`config.mk`:
```
export PLATFORM = sky130hd
export DESIGN_NAME = arl_chain
export DESIGN_NICKNAME = d
export VERILOG_FILES = /design/src/rtl/core/arl_pkg.sv /design/src/rtl/core/arl_cell.sv /design/src/rtl/core/arl_chain.sv
export SDC_FILE = /design/constraint.sdc
export NUM_CORES = 2
export LEC_CHECK = 0
export ABC_CLOCK_PERIOD_IN_PS = 26800
export BUFFER_PORTS_ARGS = -buffer_cell sky130_fd_sc_hd__buf_2
export CORE_MARGIN = 2
export CORE_UTILIZATION = 60
export CTS_CLUSTER_DIAMETER = 200
export DETAILED_ROUTE_END_ITERATION = 16
export PLACE_DENSITY = 0.8
export SLEW_MARGIN = 20
export SYNTH_ARGS = -nofsm -noshare
export SYNTH_HDL_FRONTEND = slang
export SYNTH_SLANG_ARGS = --single-unit
```
`constraint.sdc`:
```
create_clock -name i_clk -period 26.8 [get_ports i_clk]
set_input_delay 2.68 -clock i_clk [delete_from_list [all_inputs] [get_ports i_clk]]
set_output_delay 2.68 -clock i_clk [all_outputs]
set_load 0.05 [all_outputs]
```
`src/rtl/core/arl_pkg.sv`:
```
package arl_pkg;

    // Fixed field widths of one input and one result word.
    localparam int ADDR_W    = 64;
    localparam int LEN_W     = 32;
    localparam int OUT_IDX_W = 6;

    // The token index is wide enough for the largest supported table (256 entries).
    localparam int TOK_IDX_W = 8;

    // Command codes of an input word.
    typedef enum logic [1:0] {
        CMD_CLEAR       = 2'd0,
        CMD_APPEND_PRIO = 2'd1,
        CMD_APPEND_REG  = 2'd2,
        CMD_LOOKUP      = 2'd3
    } t_cmd;

    // Search token handed from cell to cell along a table chain.
    typedef struct packed {
        logic                 vld;
        logic                 hit;
        logic [TOK_IDX_W-1:0] idx;
    } t_tok;

endpackage

```
`src/rtl/core/arl_cell.sv`:
```
module arl_cell #(
    parameter int CELL_INDEX = 0
) (
    input  logic                        i_clk,
    input  logic                        i_rst_n,
    input  logic                        i_wr_en,
    input  logic [arl_pkg::ADDR_W-1:0]  i_wr_base,
    input  logic [arl_pkg::LEN_W-1:0]   i_wr_len,
    input  logic                        i_entry_valid,
    input  logic [arl_pkg::ADDR_W-1:0]  i_addr,
    input  arl_pkg::t_tok               i_tok,
    output arl_pkg::t_tok               o_tok
);
    import arl_pkg::*;

    logic [ADDR_W-1:0] r_base;
    logic [LEN_W-1:0]  r_len;
    t_tok              r_tok;
    t_tok              n_tok;
    logic [ADDR_W-1:0] offset;
    logic              match;

    // Entry storage, written once per append into this slot.
    always_ff @(posedge i_clk) begin
        if (i_wr_en) begin
            r_base <= i_wr_base;
            r_len  <= i_wr_len;
        end
    end

    // Range check: base <= addr and addr - base < length, so the end never wraps.
    assign offset = i_addr - r_base;
    assign match  = i_entry_valid && (i_addr >= r_base)
                    && (offset < {{(ADDR_W-LEN_W){1'b0}}, r_len});

    // An earlier hit in the chain wins; otherwise this cell claims the token.
    always_comb begin
        n_tok.vld = i_tok.vld;
        n_tok.hit = i_tok.hit | match;
        n_tok.idx = i_tok.hit ? i_tok.idx : TOK_IDX_W'(CELL_INDEX);
    end

    always_ff @(posedge i_clk) begin
        if (!i_rst_n) begin
            r_tok <= '0;
        end else begin
            r_tok <= n_tok;
        end
    end

    assign o_tok = r_tok;

endmodule

```
`src/rtl/core/arl_chain.sv`:
```
module arl_chain #(
    parameter int ENTRIES = 8
) (
    input  logic                           i_clk,
    input  logic                           i_rst_n,
    input  logic                           i_clear,
    input  logic                           i_append,
    input  logic [arl_pkg::ADDR_W-1:0]     i_base,
    input  logic [arl_pkg::LEN_W-1:0]      i_len,
    input  logic [arl_pkg::ADDR_W-1:0]     i_addr,
    input  arl_pkg::t_tok                  i_tok,
    output arl_pkg::t_tok                  o_tok,
    output logic                           o_full,
    output logic [arl_pkg::TOK_IDX_W-1:0]  o_wr_idx
);
    import arl_pkg::*;

    localparam int CW = $clog2(ENTRIES + 1);

    logic [CW-1:0] r_count;
    logic [CW-1:0] n_count;
    t_tok          links [ENTRIES+1];

    assign o_full   = (r_count == CW'(ENTRIES));
    assign o_wr_idx = TOK_IDX_W'(r_count);

    // Fill count: clear drops it to zero, an accepted append bumps it.
    always_comb begin
        n_count = r_count;
        if (i_clear) begin
            n_count = '0;
        end else if (i_append && !o_full) begin
            n_count = r_count + CW'(1);
        end
    end

    always_ff @(posedge i_clk) begin
        if (!i_rst_n) begin
            r_count <= '0;
        end else begin
            r_count <= n_count;
        end
    end

    // Row of cells; the token moves one cell per cycle.
    assign links[0] = i_tok;

    for (genvar g = 0; g < ENTRIES; g++) begin : g_cell
        arl_cell #(
            .CELL_INDEX(g)
        ) u_cell (
            .i_clk         (i_clk),
            .i_rst_n       (i_rst_n),
            .i_wr_en       (i_append && !o_full && (r_count == CW'(g))),
            .i_wr_base     (i_base),
            .i_wr_len      (i_len),
            .i_entry_valid (CW'(g) < r_count),
            .i_addr        (i_addr),
            .i_tok         (links[g]),
            .o_tok         (links[g+1])
        );
    end

    assign o_tok = links[ENTRIES];

endmodule

```
# Yosys cells after proc, flatten, opt, wreduce, memory -nomap -nowiden
# Index checks and enable logic that the tools add are counted.
# W data, S select, Z words.
[word_totals] ff_bits=852 input_bits=174 wordCells=141
[classes] addsub=9 magnitude_cmp=24 n_eq_ne=8 n_mux=7 bitwise_logic=9 n_reduce_logical=36
[ops] cell="$ge A64 B64 Y1" count=8
[ops] cell="$lt A64 B32 Y1" count=8
[ops] cell="$sub A64 B64 Y64" count=8
[ops] cell="$logic_and A1 B1 Y1" count=25
[ops] cell="$eq A4 B3 Y1 const B" count=4
[ops] cell="$lt A3 B4 Y1 const A" count=4
[ops] cell="$reduce_and A2 Y1" count=8
[ops] cell="$mux W3" count=4
[ops] cell="$eq A4 B2 Y1 const B" count=2
[ops] cell="$lt A1 B4 Y1 const A" count=2
[ops] cell="$lt A2 B4 Y1 const A" count=2
[ops] cell="$or A1 B1 Y1" count=8
[ops] cell="$add A4 B1 Y4 const B" count=1
[ops] cell="$eq A4 B1 Y1 const B" count=1
[ops] cell="$eq A4 B4 Y1 const B" count=1
[ops] cell="$logic_not A4 Y1" count=1
[ops] cell="$mux W2" count=2
[ops] cell="$reduce_or A2 Y1" count=1
[ops] cell="$logic_not A1 Y1" count=1
[ops] cell="$mux W1" count=1
[ops] cell="$not A1 Y1" count=1

# Longest topological paths before layout
[logic_depth] depth_word=4 depth_mapped=27 depth_no_buf=27

# Cells and area by module
# From an unflattened synthesis, not the netlist that was laid out.
[unflattened] cells_unflattened=7659 hier_area_um2=68106.6
[by_module_without_submodules] module="arl_cell (g_cell[3].u_cell ...)" instances=3 cells_each=953 area_per_inst_um2=8406.8 seq_area_each_um2=3083.0
[by_module_without_submodules] module="arl_cell (g_cell[7].u_cell)" instances=1 cells_each=973 area_per_inst_um2=8689.6 seq_area_each_um2=3083.0
[by_module_without_submodules] module="arl_cell (g_cell[1].u_cell)" instances=1 cells_each=944 area_per_inst_um2=8554.5 seq_area_each_um2=3083.0
[by_module_without_submodules] module="arl_cell (g_cell[2].u_cell)" instances=1 cells_each=929 area_per_inst_um2=8498.2 seq_area_each_um2=3083.0
[by_module_without_submodules] module="arl_cell (g_cell[4].u_cell)" instances=1 cells_each=973 area_per_inst_um2=8489.4 seq_area_each_um2=3083.0
[by_module_without_submodules] module="arl_cell (g_cell[0].u_cell)" instances=1 cells_each=927 area_per_inst_um2=8282.9 seq_area_each_um2=3083.0
[by_module_without_submodules] module="arl_chain" instances=1 cells_each=54 area_per_inst_um2=371.6 seq_area_each_um2=80.1

# Least setup slack after synthesis
# OpenSTA, ideal clock, no wires.
[synth_timing] kind="input to register" from="input i_append" to="register g_cell[5].u_cell.r_base[0] (enable)" arrival_ns=12.609 t_required_ns=25.979 slack_ns=13.370 path_stages=2 path_buffers=0 cell_sequence="nand2_1 > nor4b_1"
[synth_via] elab_chain_cells=2
[synth_lines] item="from (decl)" line="arl_chain.sv:7" source="input logic i_append,"
[synth_lines] item="$logic_and A1 B1 Y1 (2 in a row)" line="arl_chain.sv:54" source=".i_wr_en (i_append && !o_full && (r_count == CW'(g))),"
[synth_lines] item="named net g_cell[5].u_cell.i_wr_en" line="arl_cell.sv:6" source="input logic i_wr_en,"
[synth_lines] item="to (signal assigned)" line="arl_cell.sv:26" source="r_base <= i_wr_base;"
[synth_lines] item="to (decl)" line="arl_cell.sv:16" source="logic [ADDR_W-1:0] r_base;"
# The timed path passes the listed nets, and every way through them passes these cells.
# A chain may end at the register's enable or synchronous reset.

# Final worst setup path
[layout_timing] from="input i_addr[0] in the netlist's numbering" to="register g_cell[4].u_cell.r_tok (netlist bit g_cell[4].u_cell.o_tok[8])"
[layout_via] elab_chain_cells=4 word_cells_on_any_way=6
[layout_lines] item="from (decl)" line="arl_chain.sv:10" source="input logic [arl_pkg::ADDR_W-1:0] i_addr,"
[layout_lines] item="$sub A64 B64 Y64 / $ge A64 B64 Y1 (equally long branches)" line="arl_cell.sv:32, arl_cell.sv:33"
[layout_lines] item="$lt A64 B32 Y1 / $logic_and A1 B1 Y1 (equally long branches)" line="arl_cell.sv:34, arl_cell.sv:33"
[layout_lines] item="$logic_and A1 B1 Y1 *" line="arl_cell.sv:34" source="&& (offset < {{(ADDR_W-LEN_W){1'b0}}, r_len});"
[layout_lines] item="$or A1 B1 Y1 *" line="arl_cell.sv:39" source="n_tok.hit = i_tok.hit | match;"
[layout_lines] item="to (signal assigned)" line="arl_cell.sv:47" source="r_tok <= n_tok;"
[layout_lines] item="to (decl)" line="arl_cell.sv:18" source="t_tok r_tok;"
# Every way passes the cells marked *; elsewhere a longest branch is shown, timed or not.

==> results.ini <==
[cells_and_area]
n_fill_cell = 8961
stdcell_count = 8878
nNetsFinal = 8322
drive_gt1_frac = 0.0606
area_growth_pct = 7.89

[synthesis]
synth_top_family_by_area = compound AO/OA/AOI/OAI gates
yosysUniqueCellTypes = 95
async_flop_share = 0
synth_fa_ha_area_frac = 0.148
synth_compound_area_frac = 0.202
synth_edf_count = 768
synth_seq_cells = 852
synthXorXnorAreaFrac = 0.0487
syn_area_sq_um = 65700
synth_top_cell_area_share = 0.351
avgSynthCellArea_sq_um = 8.98
yosysTopAreaCell = edfxtp_1
synth-simple-area-share = 0.151
ys_seq_area_frac = 0.377
netlist_instances = 7317
synthFlopType = edfxtp_1
yosys_warnings = 0
synthTopCellsByArea = edfxtp_1 (35%), ha_1 (15%), a21oi_1 (5.6%)
muxShareOfSynthArea = 0.00629

[die]
rows = 121
die-area_sq_um = 112000
die_w_um = 335
start_util = 0.604
boundaryPins = 193
core_area_sq_um = 109000
fp.dieH_um = 335

[worst_setup_path]
critPathCaptureType = flop
path_max_fanout = 8
start_kind = input port
path_buf_inv = 2
path_class = in -> reg
max_stage_delay_ps = 560
required_ps = 27440
cpLargestDelayFamily = compound AO/OA/AOI/OAI gates
critPathSlowestCell = o31ai_1
cp.arrival_ps = 9280

[timing]
hold_viol = 0
fin_setup_tns_ps = 0
fin_skew_ps = 48.4
fin_crit_sh = 0.323
setup_violations = 0
maxSlewHeadroom = 0.167
fmax_mhz = 116
rsz0062_at_grt = no
maxSlewViolCount = 0
setup_ws_ps = 18150
worst_pin_slew_ps = 1240
min_period_ps = 8650

[routing]
routed_wl_um = 235000
drtIter0Drc = 8574
vias = 59341
drcViolationCount = 0
post_drt_wl_per_cell_um = 26.5
vias_per_cell = 6.68
antenna_left = 0
drtPass1Iterations = 8

[power_and_ir_drop]
ir_drop_mv = 0.0661
leakagePower_nw = 30.5
p_per_area_nw_per_um2 = 50.5
p_total_mw = 3.58

[cts]
hold_buffers = 0
htree_levels = 3
cts_root_buf = clkbuf_16
path_clk_slew_ps = 70
cts_resized = 0
cts_sinks = 852
cts_tree = built
clock_path_buffers = 3
cts_inserted_buffers = 95
cts_setup_buffers = 0
clkLatencyLatePin_ps = 740

[grt]
gr-usage-met3 = 0.0717
grt_pass1_wl_um = 340000
grt_use_met1 = 0.534
grt_pass1_vias = 55685
antenna_found_initial = 30
grtUsageTotal = 0.407
grt_max_degree = 81
grt.overflow.total = 0
grt_most_used_layer = met2
met2_usage = 0.626

[worst_hold_path]
min_path_type = reg -> reg

[status]
status = finished, final reports clean

[placement]
pre_cts_ws_ps = 17700
hpwl_um = 183000
gp_congestion = 1.06
io_buffer_count = 188
placed_cells = 8694

[job]
cap_violations = 0

-- final timing paths --
check                              from                        end  slack (ps)  cells past startpoint
max                           i_addr[0]  g_cell[4].u_cell.o_tok[8]       18150                     25
min           g_cell[1].u_cell.o_tok[9]  g_cell[2].u_cell.o_tok[9]         420                      1
max reg2reg  g_cell[4].u_cell.r_base[1]  g_cell[4].u_cell.o_tok[8]       20160                     25
min reg2reg   g_cell[1].u_cell.o_tok[9]  g_cell[2].u_cell.o_tok[9]         420                      1
-- sequential cells by signal, summed over array words and instances (netlist names) --
| register | count |
|---|---|
| g_cell.u_cell.o_tok | 80 |
| g_cell.u_cell.r_base | 512 |
| g_cell.u_cell.r_len | 256 |
| r_count | 4 |
-- per-layer routing --
metal / vias to the layer above / share of wire
met5: - / 0.000068
met1: 28034 / 0.38
li1: 26822 / -
met4: 2 / 0.071
met2: 3670 / 0.43
met3: 813 / 0.11
-- cell type report --
type	count	area, sq um	area share
Antenna cell	5	12.5	0.000177
Clock buffer	112	2490	0.0352
Clock inverter	67	663	0.00936
Inverter	903	3390	0.0478
Multi-Input combinational cell	5299	36600	0.516
Sequential cell	852	24700	0.349
Tap cell	1414	1770	0.0250
Timing Repair Buffer	226	1230	0.0173
-- where the power goes --
group,leakage (nW),switching (mW),total (mW),internal [mW]
logic,21.3,0.511,0.768,0.257
registers,7.66,0.00498,1.47,1.47
clock network,1.53,0.596,1.34,0.743
-- stage by stage --
stage,util,hold WS [ps],instance area [sq um]
after floorplan,-,411,65700
after global placement,0.623,413,67700
after detailed placement,0.623,420,67700
after CTS,0.652,430,70900
after global routing,0.652,443,70900
final,0.652,422,70900
-- kinds of logic after synthesis --
kind of cell,count (synthesis)
flip-flops,852
AO/OA/AOI/OAI,2118
multiplexers,40
other,1
XOR/XNOR,365
buffers and inverters,1169
adder cells (fa/ha/maj),771
AND/OR/NAND/NOR,2001
-- cell usage after synthesis (32+ instances only) --
cell type and n:
dfxtp_1 84, and2_1 44, nand3_1 145, nand2_1 599
ha_1 763, a21boi_0 32, nor3_1 110, nand4_1 248
clkbuf_1 248, o21bai_1 88, nor2b_1 75, and3_1 94
or3_1 34, a211oi_1 63, a31oi_1 79, xor2_1 155
inv_1 902, nor2_1 403, nand2b_1 64, edfxtp_1 768
xnor2_1 210, o21ai_1 34, a21oi_1 730, a21o_1 222
o31ai_1 35, o21ai_0 413, o211ai_1 59, o21a_1 82
nor4_1 59
-- cells in the final DEF, fill, tap and decap left out, types with 64 or more instances in the layout --
| master | instances |
|---|---|
| dfxtp_1 | 84 |
| clkbuf_16 | 97 |
| xor2_1 | 155 |
| o21a_1 | 82 |
| nor2b_1 | 75 |
| buf_2 | 188 |
| nor2_1 | 402 |
| nor3_1 | 108 |
| o21bai_1 | 88 |
| o21ai_0 | 413 |
| nand2b_1 | 64 |
| a21oi_1 | 730 |
| ha_1 | 763 |
| inv_1 | 902 |
| edfxtp_1 | 768 |
| a21o_1 | 222 |
| nand4_1 | 248 |
| nand2_1 | 599 |
| nand3_1 | 145 |
| xnor2_1 | 210 |
| a31oi_1 | 79 |
| and3_1 | 93 |
Note: power is estimated with default switching activity, not from simulation.
